**src/rtl/bmh_pkg.sv**
```systemverilog
// Shared types and constants for the binary max-heap priority queue.
// Holds the item structs, the token control struct and the operation,
// token-kind and error codes. Depends on nothing.
`default_nettype none

package bmh_pkg;

    // Fixed widths of the item fields
    localparam int KEY_IN_W = 32;
    localparam int TOP_W    = 32;
    localparam int TOTAL_W  = 9;
    localparam int ERR_W    = 2;

    // Defaults for the top-level parameters
    localparam int CAPACITY_DEF  = 256;
    localparam int KEY_WIDTH_DEF = 32;

    // Operation codes
    localparam logic OP_INSERT = 1'b0;
    localparam logic OP_REMOVE = 1'b1;

    // Error codes
    localparam logic [ERR_W-1:0] ERR_OK    = 2'd0;
    localparam logic [ERR_W-1:0] ERR_FULL  = 2'd1;
    localparam logic [ERR_W-1:0] ERR_EMPTY = 2'd2;

    // Token kinds walking down the level chain
    localparam logic KIND_INS  = 1'b0;
    localparam logic KIND_DOWN = 1'b1;

    typedef struct packed {
        logic                op;
        logic [KEY_IN_W-1:0] key_value;
    } t_in_item;

    typedef struct packed {
        logic [TOP_W-1:0]   top_value;
        logic               top_valid;
        logic [TOTAL_W-1:0] element_total;
        logic [ERR_W-1:0]   error_code;
    } t_out_item;

    typedef struct packed {
        logic vld;
        logic kind;
    } t_tok_ctl;

endpackage

`default_nettype wire

```
**src/rtl/bmh_ram.sv**
```systemverilog
// Generic simple dual-port RAM: one write port, one read port, registered read.
// Depends on nothing.
`default_nettype none

module bmh_ram #(
    parameter int WIDTH = 32,
    parameter int DEPTH = 2,
    parameter int AW    = (DEPTH > 1) ? $clog2(DEPTH) : 1
) (
    input  wire logic             i_clk,
    input  wire logic             i_we,
    input  wire logic [AW-1:0]    i_waddr,
    input  wire logic [WIDTH-1:0] i_wdata,
    input  wire logic [AW-1:0]    i_raddr,
    output logic      [WIDTH-1:0] o_rdata
);

    logic [WIDTH-1:0] r_mem [DEPTH];
    logic [WIDTH-1:0] r_rdata;

    always_ff @(posedge i_clk) begin
        if (i_we) begin
            r_mem[i_waddr] <= i_wdata;
        end
        r_rdata <= r_mem[i_raddr];
    end

    assign o_rdata = r_rdata;

endmodule

`default_nettype wire

```
**src/rtl/bmh_cell.sv**
```systemverilog
// One tree level of the heap: a pair of RAMs (left and right children) and
// the compare/swap step for tokens passing through. Uses bmh_pkg and bmh_ram.
`default_nettype none

module bmh_cell import bmh_pkg::*; #(
    parameter int LEVEL  = 1,
    parameter int LEVELS = 2,
    parameter int KW     = 32,
    parameter int PW     = 9,
    parameter int SW     = 4
) (
    input  wire logic          i_clk,
    input  wire logic          i_rst_n,
    // token from the level above
    input  wire t_tok_ctl      i_tok,
    input  wire logic [PW-1:0] i_pos,
    input  wire logic [PW-1:0] i_tgt,
    input  wire logic [SW-1:0] i_sh,
    input  wire logic [KW-1:0] i_key,
    // token to the level below
    output t_tok_ctl           o_tok,
    output logic      [PW-1:0] o_pos,
    output logic      [PW-1:0] o_tgt,
    output logic      [SW-1:0] o_sh,
    output logic      [KW-1:0] o_key,
    // promoted key written into this level by the level below
    input  wire logic          i_up_vld,
    input  wire logic [PW-1:0] i_up_pos,
    input  wire logic [KW-1:0] i_up_key,
    // promoted key for the level above
    output logic               o_up_vld,
    output logic      [PW-1:0] o_up_pos,
    output logic      [KW-1:0] o_up_key,
    // read of the last key
    input  wire logic          i_fetch_vld,
    input  wire logic [PW-1:0] i_fetch_pos,
    output logic      [KW-1:0] o_fetch_key,
    output logic               o_done
);

    localparam int AW    = (LEVEL > 1) ? LEVEL - 1 : 1;
    localparam int DEPTH = 1 << (LEVEL - 1);
    localparam bit LAST  = (LEVEL == LEVELS - 1);

    logic          r_vld;
    logic          r_kind;
    logic [PW-1:0] r_pos;
    logic [PW-1:0] r_tgt;
    logic [SW-1:0] r_sh;
    logic [KW-1:0] r_key;
    logic          r_fhit;
    logic          r_fhalf;

    t_tok_ctl      r_otok;
    logic [PW-1:0] r_opos;
    logic [PW-1:0] r_otgt;
    logic [SW-1:0] r_osh;
    logic [KW-1:0] r_okey;
    logic          r_up_vld;
    logic [PW-1:0] r_up_pos;
    logic [KW-1:0] r_up_key;
    logic          r_done;

    logic [AW-1:0] w_raddr;
    logic [AW-1:0] w_waddr;
    logic [AW-1:0] w_row_own;
    logic [AW-1:0] w_row_up;
    logic [KW-1:0] w_wdata;
    logic          w_we0;
    logic          w_we1;
    logic [KW-1:0] w_rd0;
    logic [KW-1:0] w_rd1;
    logic          w_hit;

    logic          w_ib;
    logic          w_last;
    logic [KW-1:0] w_iv;
    logic          w_iswap;
    logic [PW-1:0] w_c1;
    logic          w_ex1;
    logic          w_pick;
    logic [KW-1:0] w_dv;
    logic          w_dswap;
    logic [PW-1:0] w_dc;
    logic          w_dmore;

    logic          n_wr;
    logic          n_half;
    logic          n_fwd;
    logic          n_up;
    logic [PW-1:0] n_pos;
    logic [SW-1:0] n_sh;
    logic [KW-1:0] n_key;

    // A token addresses the row of its parent; a node is found by its parent.
    assign w_raddr   = i_tok.vld ? ((LEVEL > 1) ? AW'(i_pos) : AW'(0))
                                 : ((LEVEL > 1) ? AW'(i_fetch_pos >> 1) : AW'(0));
    assign w_row_own = (LEVEL > 1) ? AW'(r_pos) : AW'(0);
    assign w_row_up  = (LEVEL > 1) ? AW'(i_up_pos >> 1) : AW'(0);
    assign w_hit     = i_fetch_vld && ((i_fetch_pos >> LEVEL) == PW'(1));

    // insert step: follow the path to the new slot
    assign w_ib    = r_tgt[r_sh];
    assign w_last  = (r_sh == '0);
    assign w_iv    = w_ib ? w_rd1 : w_rd0;
    assign w_iswap = (w_iv < r_key);

    // sift-down step: larger child, left wins a tie
    assign w_c1    = {r_pos[PW-2:0], 1'b1};
    assign w_ex1   = (w_c1 <= r_tgt);
    assign w_pick  = w_ex1 && (w_rd0 < w_rd1);
    assign w_dv    = w_pick ? w_rd1 : w_rd0;
    assign w_dswap = (r_key < w_dv);
    assign w_dc    = {r_pos[PW-2:0], w_pick};
    assign w_dmore = ({w_dc, 1'b0} <= {1'b0, r_tgt});

    always_comb begin
        n_wr   = 1'b0;
        n_half = 1'b0;
        n_fwd  = 1'b0;
        n_up   = 1'b0;
        n_pos  = {r_pos[PW-2:0], w_ib};
        n_sh   = r_sh - SW'(1);
        n_key  = r_key;
        if (r_vld) begin
            if (r_kind == KIND_INS) begin
                n_wr   = w_last || w_iswap;
                n_half = w_ib;
                n_fwd  = !w_last && !LAST;
                n_key  = w_iswap ? w_iv : r_key;
            end else begin
                n_wr   = w_dswap;
                n_half = w_pick;
                n_up   = w_dswap;
                n_fwd  = w_dswap && w_dmore && !LAST;
                n_pos  = w_dc;
            end
        end
    end

    // own write and promoted write never fall in the same cycle
    assign w_we0   = (n_wr && !n_half) || (i_up_vld && !i_up_pos[0]);
    assign w_we1   = (n_wr && n_half) || (i_up_vld && i_up_pos[0]);
    assign w_waddr = n_wr ? w_row_own : w_row_up;
    assign w_wdata = n_wr ? r_key : i_up_key;

    bmh_ram #(.WIDTH(KW), .DEPTH(DEPTH), .AW(AW)) u_ram_left (
        .i_clk   (i_clk),
        .i_we    (w_we0),
        .i_waddr (w_waddr),
        .i_wdata (w_wdata),
        .i_raddr (w_raddr),
        .o_rdata (w_rd0)
    );

    bmh_ram #(.WIDTH(KW), .DEPTH(DEPTH), .AW(AW)) u_ram_right (
        .i_clk   (i_clk),
        .i_we    (w_we1),
        .i_waddr (w_waddr),
        .i_wdata (w_wdata),
        .i_raddr (w_raddr),
        .o_rdata (w_rd1)
    );

    always_ff @(posedge i_clk) begin
        if (!i_rst_n) begin
            r_vld    <= 1'b0;
            r_fhit   <= 1'b0;
            r_otok   <= '0;
            r_up_vld <= 1'b0;
            r_done   <= 1'b0;
        end else begin
            r_vld       <= i_tok.vld;
            r_fhit      <= w_hit;
            r_otok.vld  <= n_fwd;
            r_otok.kind <= r_kind;
            r_up_vld    <= n_up;
            r_done      <= r_vld && !n_fwd;
        end
    end

    always_ff @(posedge i_clk) begin
        r_kind   <= i_tok.kind;
        r_pos    <= i_pos;
        r_tgt    <= i_tgt;
        r_sh     <= i_sh;
        r_key    <= i_key;
        r_fhalf  <= i_fetch_pos[0];
        r_opos   <= n_pos;
        r_otgt   <= r_tgt;
        r_osh    <= n_sh;
        r_okey   <= n_key;
        r_up_pos <= r_pos;
        r_up_key <= w_dv;
    end

    assign o_tok       = r_otok;
    assign o_pos       = r_opos;
    assign o_tgt       = r_otgt;
    assign o_sh        = r_osh;
    assign o_key       = r_okey;
    assign o_up_vld    = r_up_vld;
    assign o_up_pos    = r_up_pos;
    assign o_up_key    = r_up_key;
    assign o_done      = r_done;
    assign o_fetch_key = r_fhit ? (r_fhalf ? w_rd1 : w_rd0) : '0;

endmodule

`default_nettype wire

```
**config.mk**
```make
export PLATFORM = sky130hd
export DESIGN_NAME = bmh_cell
export DESIGN_NICKNAME = d
export VERILOG_FILES = /design/src/rtl/bmh_pkg.sv /design/src/rtl/bmh_ram.sv /design/src/rtl/bmh_cell.sv
export SDC_FILE = /design/constraint.sdc
export NUM_CORES = 1
export LEC_CHECK = 0
export ABC_AREA = 1
export ABC_CLOCK_PERIOD_IN_PS = 8250
export BUFFER_PORTS_ARGS = -buffer_cell sky130_fd_sc_hd__buf_2
export CAP_MARGIN = 15
export CORE_MARGIN = 8
export CORE_UTILIZATION = 40
export DETAILED_ROUTE_END_ITERATION = 16
export PLACE_DENSITY = 0.67
export SLEW_MARGIN = 20
export SYNTH_ARGS = -nofsm -noshare
export SYNTH_HDL_FRONTEND = slang
export SYNTH_HIERARCHICAL = 1
export SYNTH_SLANG_ARGS = --single-unit
```
**constraint.sdc**
```tcl
create_clock -name i_clk -period 8.25 [get_ports i_clk]
set_input_delay 0.4125 -clock i_clk [delete_from_list [all_inputs] [get_ports i_clk]]
set_output_delay 0.4125 -clock i_clk [all_outputs]
set_load 0.05 [all_outputs]
```
==> metrics <==
status completed; WL/cell 15.9 µm; top_reg_cell synth dfxtp_1; worst path required time 8.42 ns; DP HPWL between 20 and 25 mm; clk_lat worst skew around 0.54 ns; Slew @ Worst Pin 0.934 ns; largest net degree at the start of global routing 65; Final period util 76.8%; root cell of the clock tree clkbuf_16; worst slack at placement 1.88 ns; Vias 8696; f_max 158 MHz; gpl congestion 0.862; Mapped Cells 1166; Buf/Inv on CP 4; synthesis-to-finish area growth 26.6%; Reg clk slew, reported paths 0.06 ns; skew final just under 0.01 ns; delay-heaviest family, CP simple AND/OR/NAND/NOR gates; clock sink count between 200 and 300; crit path time final 6.33 ns; Hold Fails Final Rpt 0; WP data arrival 6.51 ns; CP Launch Type flop; post-synthesis sequential area ratio a little under three fifths; RSZ-0062 raised after global routing false; Total GRT Usage 16.9%; Worst VDD drop around 0.25 mV; Post-synth ARST share 0%; Synth Register Bits 276; final net count 1655; total wire length 28.8 mm; via-per-instance ratio 4.82; maximum root-to-sink buffer count 3; setup TNS 0 ns; final instance area 13900 µm²; Cell variety after synth 34; crit-path max FO 34; post-route antenna net violation count 0; fraction of layout cells with a size suffix above 1 20.3%; start of the worst register-to-register path u_ram_right/o_rdata[23]; total congestion overflow 0; die width 182 µm; CP Cell Sequence inv_1 -> ha_1 -> nand2_1 -> nor2_1 -> nand4_1 -> nor4_1 -> nand2_1 -> nand2_2 -> buf_4 -> nand2_1 -> o21ai_0 -> inv_1 -> ha_1 -> a21oi_1 -> nor2_1 -> a211oi_1 -> o221a_2 -> nand2_1 -> nand2_1 -> nand2_2 -> nand2_4 -> nand2_1 -> nand2_1 -> buf_4; Crit path top cell by count nand2_1; # hold bufs at CTS 56; row count 60; Final Max Slew Viols 0; Ys Warns 6; CTS tree done; Post-DP Area 12300 µm²; Total Die Area 33000 µm²; DRC Markers 0; Slowest-stage cell, CP nand2_4; Critical path origin u_ram_right/o_rdata[23]; drt first pass iters 4; Design Power about 0.0037 W; CTS HTree Levels 1; Fill cells about 2.4k; Synth Cell Area 11000 µm²; Leak ~7 nW; Initial Util around 41%; Final WS setup 1.92 ns; critical path type reg -> reg; Max Cap Viol 0; Tightest Hold Check Type in -> reg; Post-synth EDFFs 64; vias in the first global route 8739; slowest cell delay on critical path 0.63 ns; 1st-iter DRT viols between 300 and 400; Syn Nets 1379; total CTS buffers 28; Post-CTS Setup Bufs 0; Slew headroom between 30% and 40%; Power Density 266 nW/µm²; Avg Inst Size Synth 9.42 µm²; CTS resizes 0; initial antenna violation count 0; CP endpoint kind flop; I/O Pins 241; ant diodes 0; core area 27000 µm²; final setup vio count 0; chip height 182 µm; Hold Crit Start i_fetch_pos[2]; global-route wire length before repair 44.8 mm; number of buffers added on ports 231
[synthesized netlist by cell type, types with 3 or more instances]
cell      number  area, µm²
nand2_1      223        837
a211oi_1       6       45.0
clkbuf_1      21       78.8
nor4_1         3       18.8
nor2_1        53        199
buf_4         12       90.1
nor3_1         4       20.0
ha_1         103       1290
inv_1        153        574
o21ai_0      104        521
inv_2          4       15.0
a21oi_1      115        576
nand3_1       41        205
buf_6          4       45.0
o21ai_1        3       15.0
nand2_2        3       18.8
dfxtp_1      212       4240
o21a_1         3       22.5
buf_2          9       45.0
edfxtp_1      64       1920
nand4_1       10       62.6
[cell families after synthesis]
kind of cell	Yosys count	synth area share, %
and+or+nand+nor	342	12.8
DFF	276	56.2
AOI/OAI and AO/OA	238	11.4
buffers and inverters	204	7.76
adders and majority gates	103	11.7
xor gates and xnor gates	2	0.160
other	1	0.0342
[registers in the layout, indices dropped and copies added, names as in the netlist, 4 cells and up]
| name | cells |
|---|---|
| o_key | 32 |
| o_up_key | 32 |
| r_key | 32 |
| u_ram_left/o_rdata | 32 |
| u_ram_left/r_mem | 32 |
| u_ram_right/o_rdata | 32 |
| u_ram_right/r_mem | 32 |
| o_tgt | 9 |
| o_up_pos | 9 |
| r_pos | 9 |
| r_tgt | 9 |
| o_sh | 4 |
| r_sh | 4 |
[routing by layer]
layer | wire, µm | track usage (%) | part of all wire (%) | up-vias
li1 | - | - | - | 4387
met1 | 12300 | 20.0 | 43 | 3984
met2 | 13800 | 29.9 | 48 | 271
met3 | 1760 | 3.29 | 6.1 | 54
met4 | 928 | 6.03 | 3.2 | 0
met5 | 0 | 0 | 0 | -
[area by class of cell]
| type | instances | area (µm²) | area share, % |
|---|---|---|---|
| flip-flops and latches | 276 | 6170 | 44.4 |
| multi-input cells | 686 | 3960 | 28.5 |
| repair buffers | 293 | 1760 | 12.7 |
| clock buffers | 35 | 800 | 5.75 |
| inverters | 157 | 589 | 4.24 |
| well taps | 341 | 427 | 3.07 |
| clock inverters | 17 | 193 | 1.39 |
[layout by cell type (no fill, tap or decap), types with 6 or more instances in the layout]
cell type / netlist / routed
a211oi_1: 6 / 6
a21oi_1: 115 / 115
buf_2: 9 / 231
buf_4: 12 / 6
clkbuf_16: 0 / 30
clkinv_2: 0 / 7
dfxtp_1: 212 / 211
dlygate4sd3_1: 0 / 56
edfxtp_1: 64 / 64
ha_1: 103 / 103
inv_1: 153 / 153
nand2_1: 223 / 223
nand3_1: 41 / 41
nand4_1: 10 / 10
nor2_1: 53 / 53
o21ai_0: 104 / 104
[worst paths after layout]
path                              endpoint  cells past startpoint  slack (ns)
hold reg to reg                o_up_pos[8]                      0        0.33
setup / recovery  u_ram_right/r_mem[0][14]                     24        1.92
hold / removal                      r_fhit                      2        0.05
setup reg to reg  u_ram_right/r_mem[0][14]                     24        1.92
[metrics by stage]
stage | instances | utilization [%] | hold WS (ns)
final | 1805 | 51.6 | 0.0496
after global routing | 1805 | 51.6 | 0.0356
after CTS | 1805 | 51.6 | 0.0207
after detailed placement | 1697 | 45.8 | 0.315
after global placement | 1697 | 45.8 | 0.311
after floorplan | 1166 | - | 0.310
[report_power, final]
part           internal (W)  switching, W  total (W)  leakage [nW]
Clock              0.000811      0.000516    0.00133         0.495
Combinational      0.000225      0.000552   0.000778          4.00
Sequential          0.00153     0.0000635    0.00160          2.40
[worst register-to-register path, stage by stage, from the launching register on]
cell and delay [ns]:
dfxtp_1 0.32, inv_1 0.07, ha_1 0.30, nand2_1 0.08, nor2_1 0.15, nand4_1 0.16, nor4_1 0.47, nand2_1 0.19
nand2_2 0.49, buf_4 0.43, nand2_1 0.11, o21ai_0 0.13, inv_1 0.08, ha_1 0.30, a21oi_1 0.16, nor2_1 0.05
a211oi_1 0.28, o221a_2 0.24, nand2_1 0.09, nand2_1 0.09, nand2_2 0.49, nand2_4 0.63, nand2_1 0.11, nand2_1 0.07
buf_4 0.46
Note: power is estimated with default switching activity, not from simulation.
